## src/design/clcd_pkg.sv

```systemverilog
// Types, codes and helpers for the character display nibble sequencer.
package clcd_pkg;

	localparam int unsigned DEFAULT_COLUMNS = 16;
	localparam int unsigned DEFAULT_ROWS    = 2;

	localparam int unsigned STEP_W = 5;

	typedef enum logic [2:0] {
		REQ_CHAR  = 3'd0,
		REQ_CMD   = 3'd1,
		REQ_CLEAR = 3'd2,
		REQ_HOME  = 3'd3,
		REQ_GOTO  = 3'd4,
		REQ_INIT  = 3'd5,
		REQ_GLYPH = 3'd6
	} req_kind_t;

	typedef struct packed {
		logic [2:0]  req_type;
		logic [7:0]  data_byte;
		logic [7:0]  target_col;
		logic [7:0]  target_row;
		logic [63:0] glyph_rows;
	} req_t;

	typedef struct packed {
		logic        reg_select;
		logic [3:0]  bus_nibble;
		logic [17:0] wait_before_us;
		logic [11:0] wait_after_us;
		logic [7:0]  cursor_col;
		logic [1:0]  cursor_row;
		logic        last_transfer;
	} xfer_t;

	localparam logic [7:0] CMD_CLEAR    = 8'h01;
	localparam logic [7:0] CMD_HOME     = 8'h02;
	localparam logic [7:0] CMD_FUNC_SET = 8'h28;
	localparam logic [7:0] CMD_DISP_ON  = 8'h0C;
	localparam logic [7:0] CMD_CGRAM    = 8'h40;
	localparam logic [7:0] CMD_DDRAM    = 8'h80;
	localparam logic [7:0] LINE1_BASE   = 8'h40;

	localparam logic [11:0] WAIT_BYTE_US  = 12'd50;
	localparam logic [11:0] WAIT_CLEAR_US = 12'd2050;

	localparam logic [17:0] INIT_WAIT0_US = 18'd20000;
	localparam logic [17:0] INIT_WAIT1_US = 18'd5000;
	localparam logic [17:0] INIT_WAIT2_US = 18'd150;
	localparam logic [17:0] INIT_WAIT3_US = 18'd150000;

	localparam logic [3:0] INIT_NIB_WAKE = 4'h3;
	localparam logic [3:0] INIT_NIB_4BIT = 4'h2;

	localparam logic [STEP_W-1:0] LAST_STEP_BYTE  = 5'd1;
	localparam logic [STEP_W-1:0] LAST_STEP_INIT  = 5'd7;
	localparam logic [STEP_W-1:0] LAST_STEP_GLYPH = 5'd19;

	// Remainder of an 8-bit value by a constant divisor of at most 64.
	// recip is ceil(2**16 / d), which makes the quotient exact for any 8-bit value.
	function automatic logic [7:0] mod_const(input logic [7:0] v, input logic [7:0] d,
			input logic [16:0] recip);
		logic [24:0] prod;
		logic [7:0]  quo;
		logic [15:0] back;
		prod = {17'd0, v} * {8'd0, recip};
		quo  = prod[23:16];
		back = {8'd0, quo} * {8'd0, d};
		return v - back[7:0];
	endfunction

endpackage

```

## src/design/char_lcd_nibble_sequencer.sv

```systemverilog
// Top level: 4-bit character display sequencer, request in, bus transfers out.
// A request is held in one register while its bus transfers leave one per cycle
// through an output register whenever the output side takes them: 2 transfers for
// a character, raw command, clear, home or goto, 8 for init and 20 for a glyph
// load. The next request is taken in the cycle in which the last transfer of
// the current one moves to the output register, so requests follow each other
// without a gap. A request of the unused type 7 is taken and dropped with no
// transfers and no change to the cursor. The cursor column and row are tracked
// here and reported, as they stand after the request, on every transfer of it.
module char_lcd_nibble_sequencer #(
	parameter int unsigned COLUMNS = clcd_pkg::DEFAULT_COLUMNS,
	parameter int unsigned ROWS    = clcd_pkg::DEFAULT_ROWS
) (
	input  logic            clk,
	input  logic            arst_n,
	input  logic            req_valid,
	output logic            req_ready,
	input  clcd_pkg::req_t  req,
	output logic            xfer_valid,
	input  logic            xfer_ready,
	output clcd_pkg::xfer_t xfer
);
	import clcd_pkg::*;

	req_t              req_s1;
	logic              valid_s1;
	logic [STEP_W-1:0] step_s1;
	logic [7:0]        col_q;
	logic [1:0]        row_q;
	xfer_t             xfer_q;
	logic              xfer_valid_q;
	xfer_t             gen_xfer;
	logic              issue;
	logic              issue_last;
	logic              accept;

	clcd_xfer_gen #(
		.COLUMNS(COLUMNS),
		.ROWS   (ROWS)
	) u_xfer_gen (
		.req    (req_s1),
		.step   (step_s1),
		.cur_col(col_q),
		.cur_row(row_q),
		.xfer   (gen_xfer)
	);

	assign issue      = valid_s1 && (!xfer_valid_q || xfer_ready);
	assign issue_last = issue && gen_xfer.last_transfer;
	assign req_ready  = !valid_s1 || issue_last;
	assign accept     = req_valid && req_ready;

	always_ff @(posedge clk or negedge arst_n) begin
		if (!arst_n) begin
			valid_s1     <= 1'b0;
			step_s1      <= '0;
			col_q        <= 8'd0;
			row_q        <= 2'd0;
			xfer_valid_q <= 1'b0;
		end else begin
			// drop requests of the unused type at the door
			if (accept) begin
				valid_s1 <= (req.req_type <= REQ_GLYPH);
				step_s1  <= '0;
			end else if (issue_last) begin
				valid_s1 <= 1'b0;
			end else if (issue) begin
				step_s1 <= step_s1 + 5'd1;
			end
			// commit the cursor once the request has fully gone out
			if (issue_last) begin
				col_q <= gen_xfer.cursor_col;
				row_q <= gen_xfer.cursor_row;
			end
			if (issue) begin
				xfer_valid_q <= 1'b1;
			end else if (xfer_ready) begin
				xfer_valid_q <= 1'b0;
			end
		end
	end

	always_ff @(posedge clk) begin
		if (accept) begin
			req_s1 <= req;
		end
		if (issue) begin
			xfer_q <= gen_xfer;
		end
	end

	assign xfer_valid = xfer_valid_q;
	assign xfer       = xfer_q;

endmodule

```

## src/design/clcd_xfer_gen.sv

```systemverilog
// Transfer generator: one bus transfer of a request, chosen by its step number.
module clcd_xfer_gen #(
	parameter int unsigned COLUMNS = clcd_pkg::DEFAULT_COLUMNS,
	parameter int unsigned ROWS    = clcd_pkg::DEFAULT_ROWS
) (
	input  clcd_pkg::req_t                   req,
	input  logic [clcd_pkg::STEP_W-1:0]      step,
	input  logic [7:0]                       cur_col,
	input  logic [1:0]                       cur_row,
	output clcd_pkg::xfer_t                  xfer
);
	import clcd_pkg::*;

	localparam logic [7:0] COL_C = 8'(COLUMNS);
	localparam logic [7:0] ROW_C = 8'(ROWS);
	localparam logic [16:0] COL_RECIP = 17'((32'd65536 + COLUMNS - 32'd1) / COLUMNS);
	localparam logic [16:0] ROW_RECIP = 17'((32'd65536 + ROWS - 32'd1) / ROWS);

	logic [7:0]  src_col;
	logic [7:0]  src_row;
	logic [7:0]  goto_col;
	logic [1:0]  goto_row;
	logic [7:0]  row_mod;
	logic [7:0]  line_base;
	logic [7:0]  goto_byte;
	logic [3:0]  byte_idx;
	logic        low_half;
	logic [2:0]  gsel;
	logic [7:0]  cur_byte;
	logic        long_wait;
	logic        nib_mode;
	logic [3:0]  raw_nib;
	logic [17:0] before_us;
	logic [STEP_W-1:0] last_step;

	assign byte_idx = step[STEP_W-1:1];
	assign low_half = step[0];
	assign gsel     = 3'(byte_idx - 4'd1);

	// Goto takes the requested position; glyph load returns to the held one.
	always_comb begin
		if (req.req_type == REQ_GOTO) begin
			src_col = req.target_col;
			src_row = req.target_row;
		end else begin
			src_col = cur_col;
			src_row = {6'd0, cur_row};
		end
		goto_col = mod_const(src_col, COL_C, COL_RECIP);
		row_mod  = mod_const(src_row, ROW_C, ROW_RECIP);
		goto_row = row_mod[1:0];
		case (goto_row)
			2'd0:    line_base = 8'h00;
			2'd1:    line_base = LINE1_BASE;
			2'd2:    line_base = COL_C;
			default: line_base = 8'(LINE1_BASE + COL_C);
		endcase
		goto_byte = CMD_DDRAM | 8'(goto_col + line_base);
	end

	always_comb begin
		xfer            = '0;
		cur_byte        = 8'h00;
		long_wait       = 1'b0;
		nib_mode        = 1'b0;
		raw_nib         = 4'h0;
		before_us       = '0;
		last_step       = LAST_STEP_BYTE;
		xfer.cursor_col = cur_col;
		xfer.cursor_row = cur_row;
		case (req.req_type)
			REQ_CHAR: begin
				xfer.reg_select = 1'b1;
				cur_byte        = req.data_byte;
				xfer.cursor_col = 8'(cur_col + 8'd1);
			end
			REQ_CMD: begin
				cur_byte = req.data_byte;
			end
			REQ_CLEAR, REQ_HOME: begin
				cur_byte        = (req.req_type == REQ_CLEAR) ? CMD_CLEAR : CMD_HOME;
				long_wait       = 1'b1;
				xfer.cursor_col = 8'd0;
				xfer.cursor_row = 2'd0;
			end
			REQ_GOTO: begin
				cur_byte        = goto_byte;
				xfer.cursor_col = goto_col;
				xfer.cursor_row = goto_row;
			end
			REQ_INIT: begin
				last_step = LAST_STEP_INIT;
				if (step < 5'd4) begin
					nib_mode = 1'b1;
					raw_nib  = (step == 5'd3) ? INIT_NIB_4BIT : INIT_NIB_WAKE;
					case (step[1:0])
						2'd0:    before_us = INIT_WAIT0_US;
						2'd1:    before_us = INIT_WAIT1_US;
						2'd2:    before_us = INIT_WAIT2_US;
						default: before_us = INIT_WAIT3_US;
					endcase
				end else begin
					cur_byte = step[1] ? CMD_DISP_ON : CMD_FUNC_SET;
				end
			end
			REQ_GLYPH: begin
				last_step       = LAST_STEP_GLYPH;
				xfer.cursor_col = goto_col;
				xfer.cursor_row = goto_row;
				if (byte_idx == 4'd0) begin
					cur_byte = CMD_CGRAM | {2'b00, req.data_byte[2:0], 3'b000};
				end else if (byte_idx == 4'd9) begin
					cur_byte = goto_byte;
				end else begin
					xfer.reg_select = 1'b1;
					cur_byte        = req.glyph_rows[{gsel, 3'b000} +: 8];
				end
			end
			default: begin
				last_step = LAST_STEP_BYTE;
			end
		endcase

		if (nib_mode) begin
			xfer.bus_nibble     = raw_nib;
			xfer.wait_before_us = before_us;
			xfer.wait_after_us  = 12'd0;
		end else begin
			xfer.bus_nibble     = low_half ? cur_byte[3:0] : cur_byte[7:4];
			xfer.wait_before_us = 18'd0;
			if (low_half) begin
				xfer.wait_after_us = long_wait ? WAIT_CLEAR_US : WAIT_BYTE_US;
			end else begin
				xfer.wait_after_us = 12'd0;
			end
		end
		xfer.last_transfer = (step == last_step);
	end

endmodule

```

## config.mk

```make
export PLATFORM = sky130hd
export DESIGN_NAME = char_lcd_nibble_sequencer
export DESIGN_NICKNAME = d
export VERILOG_FILES = /design/src/design/clcd_pkg.sv /design/src/design/char_lcd_nibble_sequencer.sv /design/src/design/clcd_xfer_gen.sv
export SDC_FILE = /design/constraint.sdc
export NUM_CORES = 1
export LEC_CHECK = 0
export BUFFER_PORTS_ARGS = -buffer_cell sky130_fd_sc_hd__buf_2
export CAP_MARGIN = 20
export CORE_MARGIN = 5
export CORE_UTILIZATION = 55
export DETAILED_ROUTE_END_ITERATION = 10
export PLACE_DENSITY = 0.93
export SLEW_MARGIN = 20
export SYNTH_ARGS = -nofsm -noshare
export SYNTH_HDL_FRONTEND = slang
export SYNTH_SLANG_ARGS = --single-unit
export TNS_END_PERCENT = 50
```

## constraint.sdc

```tcl
create_clock -name clk -period 12.41 [get_ports clk]
set_input_delay 1.241 -clock clk [delete_from_list [all_inputs] [get_ports clk]]
set_output_delay 1.241 -clock clk [all_outputs]
set_load 0.02 [all_outputs]
```

==> results.py <==
metrics = {
    "outcome": {
        "status": "complete, no violations",
    },
    "sta": {
        "holdWs_ns": 0.478,
        "final_critical_path_setup_slack_ns": 8.10,
        "report.final.slew_viol_count": 0,
        "worst_clock_skew_ns": 0.0117,
        "timing.fmax_ghz": 0.232,
        "slew-limit-headroom_pct": 27.4,
        "setup-tns-final_ns": 0,
        "timing_worst_slew_pin_value_ns": 1.09,
        "setup_violations": 0,
        "final_min_period_over_clock_period_pct": 34.8,
        "min_period_ns": 4.31,
        "timing_hold_violations_final": 0,
        "grt_setup_unrepaired": "no",
    },
    "global_routing": {
        "groute.usage.overall_pct": 20.0,
        "grt_pass1_wl_um": 19200,
        "antenna_found_initial": 0,
        "globalRoute.totalOverflow": 0,
        "via_count_of_the_first_global_routing_pass": 3751,
        "grt_start_max_net_pins": 81,
    },
    "clock_tree": {
        "clk_path_buf_depth": 2,
        "root_buffer": "clkbuf_8",
        "post_cts_resized": 0,
        "h-tree-depth": 4,
        "cts_buffers": 17,
        "tritoncts_num_sinks": 125,
        "cts_hold_repair.buffers": 0,
        "clkTransAtPathRegs_ns": 0.06,
        "cts_setup_buffers": 0,
        "insertion_delay_ns": 0.52,
        "cts_tree": "done",
    },
    "pwr": {
        "power_after_layout_mw": 1.64,
        "powerDensity_nw_per_um2": 241,
        "peakVddDrop_v": 0.000134,
        "power_leakage_nw": 2.70,
    },
    "cells_and_area": {
        "finalNetCount": 607,
        "seqCellArea_sq_um": 3670,
        "antenna_cells": 0,
        "footprint_of_the_multi_input_gates_sq_um": 1750,
        "final_cell_area_sq_um": 6800,
        "fillerInstances": 714,
        "most_frequent_cells_in_the_layout": "119 x buf_2, 108 x edfxtp_1, 24 x nor2_1, 20 x nand2_1, 17 x dfrtp_1",
        "flow.area_growth_from_synthesis_pct": 20.5,
        "instances_no_fill": 652,
        "commonest_non_fill_non_tap_cell_in_the_layout": "buf_2",
        "final_cell_utilization_of_the_core_pct": 66.8,
        "proportion_of_layout_cells_with_a_drive_suffix_above_1_pct": 36.6,
    },
    "yosys": {
        "yosysWarnings": 0,
        "yosys.area.top_type": "edfxtp_1",
        "instance_count_of_the_mapped_netlist": 389,
        "postSynth.topFlopCell": "edfxtp_1",
        "synth_async_sr_flop_share_pct": 13.6,
        "mappedNetlistArea_sq_um": 5640,
        "synthDominantCellAreaShare_pct": 57.5,
        "post_synth_edffs": 108,
        "synth_sequential_area_ratio_pct": 65.0,
        "cells_taking_the_most_area_after_synthesis": "edfxtp_1 57%, dfrtp_1 7.5%, mux4_2 6.4%, buf_4 2.7%, mux2i_1 2.3%",
        "ys_ff_latch": 125,
        "netlist-cell-type-count": 58,
        "synth_area_per_cell_sq_um": 14.5,
    },
    "place": {
        "placedCellCount": 620,
        "place.detailed.hpwl_um": 8470,
        "placed_area_sq_um": 6250,
        "port_buffers": 119,
        "gp_routability_congestion": 0.999,
        "detailedPlace.worstSlack_ns": 8.61,
    },
    "drt": {
        "vias_per_cell": 5.67,
        "antenna_violating_nets_post_route": 0,
        "drt_first_pass_iters": 4,
        "via_count": 3695,
        "initialDrtViolationCount": 397,
        "drt_wirelength_um": 12200,
        "drt_drc_violations_left": 0,
        "routed_wire_length_per_instance_um": 18.7,
    },
    "setup_path": {
        "crit_family": "flip-flops",
        "crit_path_top_delay_cell": "edfxtp_1",
        "setup.worst_path.start_class": "flip-flop",
        "critical_path.reg2reg.endpoint": "req_s1[86]",
        "setup.worst_path.end_class": "primary output",
        "timing.reg2reg.setup_slack_ns": 8.81,
        "path_buf_inv": 1,
        "worst-path-max-fanout": 30,
        "cp_data_required_time_ns": 11.17,
        "timing.critical_path.cells": "or3b_1, a211oi_2, nor2_2, o31ai_2, buf_2",
        "crit-reg2reg-launch": "req_s1[89]",
        "timing.critical_path.slowest_cell_delay_ns": 0.94,
        "path_class": "flip-flop to primary output",
        "crit_arrival_ns": 3.07,
        "worst_reg_to_reg_path_cell_count": 5,
    },
    "worst_hold_path": {
        "timing.hold.worst_path_depth": 1,
        "min-delay-path-class": "flip-flop to flip-flop",
        "min-delay-start": "row_q[1]",
        "worstHoldEndpoint": "row_q[1]",
    },
    "die": {
        "die_x_um": 111,
        "design.core.area_sq_um": 10200,
        "number_of_placed_i_o_pins": 143,
        "die_area_sq_um": 12400,
        "fp.dieH_um": 111,
        "initial_core_util_pct": 55.4,
        "std_cell_rows": 37,
    },
    "job": {
        "drv_cap": 0,
    },
}
==> synthesized netlist by cell type (4+ instances only) <==
cell type  instances
a211oi_1           4
a21oi_1           15
a22oi_1            4
and3_1             6
buf_2              4
buf_4             20
clkbuf_1          12
dfrtp_1           17
edfxtp_1         108
ha_1               9
inv_1             11
mux2_2             9
mux2i_1           13
mux4_2            16
nand2_1           20
nand2b_1           4
nand3_1           10
nor2_1            24
nor3_1             7
o211ai_1           4
o21ai_0            8
==> worst max-delay path by stage <==
| stage | start | to | slack (ns) | cells past startpoint |
|---|---|---|---|---|
| 2_1_floorplan | xfer_ready | req_s1[0] | 6.55 | 6 |
| 5_1_grt | req_s1[89] | req_ready | 7.94 | 5 |
| 3_5_place_dp | xfer_ready | req_ready | 8.61 | 6 |
| 6_report | req_s1[89] | req_ready | 8.10 | 5 |
| 4_1_cts | req_s1[89] | req_ready | 8.11 | 5 |
| 3_3_place_gp | xfer_ready | req_ready | 8.61 | 6 |
==> final cells by class <==
type,instances,share of cell area (%)
Clock buffer,18,6.14
Clock inverter,14,1.99
Inverter,12,0.662
Multi-Input combinational cell,226,25.8
Sequential cell,125,53.9
Tap cell,136,2.50
Timing Repair Buffer,121,8.98
==> routing by layer <==
layer / wire length [um] / GRT usage, % / part of all wire, % / up-vias
met2: 6160 / 32.9 / 50 / 190
met4: 178 / 8.60 / 1.5 / 0
met3: 1050 / 5.95 / 8.6 / 18
li1: - / - / - / 1703
met5: 0 / 0 / 0 / -
met1: 4820 / 24.6 / 40 / 1784
==> logic make-up after synthesis <==
group / Yosys count / share of synthesized area, %
and+or+nand+nor: 103 / 9.80
AOI/OAI and AO/OA: 62 / 7.65
xor gates and xnor gates: 2 / 0.310
other: 1 / 0.0665
buffers and inverters: 49 / 4.68
muxes: 38 / 10.5
adders and majority gates: 9 / 2.00
DFF: 125 / 65.0
==> report_power, final <==
| part | switching [mW] | total (mW) | leakage (nW) | internal [mW] |
|---|---|---|---|---|
| logic | 0.311 | 0.515 | 1.21 | 0.203 |
| clock network | 0.187 | 0.456 | 0.259 | 0.269 |
| registers | 0.0684 | 0.665 | 1.24 | 0.597 |
| total | 0.567 | 1.64 | 2.70 | 1.07 |
==> registers in the layout (all words and copies together), names as in the netlist <==
signal	flops
col_q	8
step_s1	5
valid_s1	1
xfer_valid	1
req_s1	80
row_q	2
xfer	28
No activity file was read; power rests on OpenSTA's default activity.
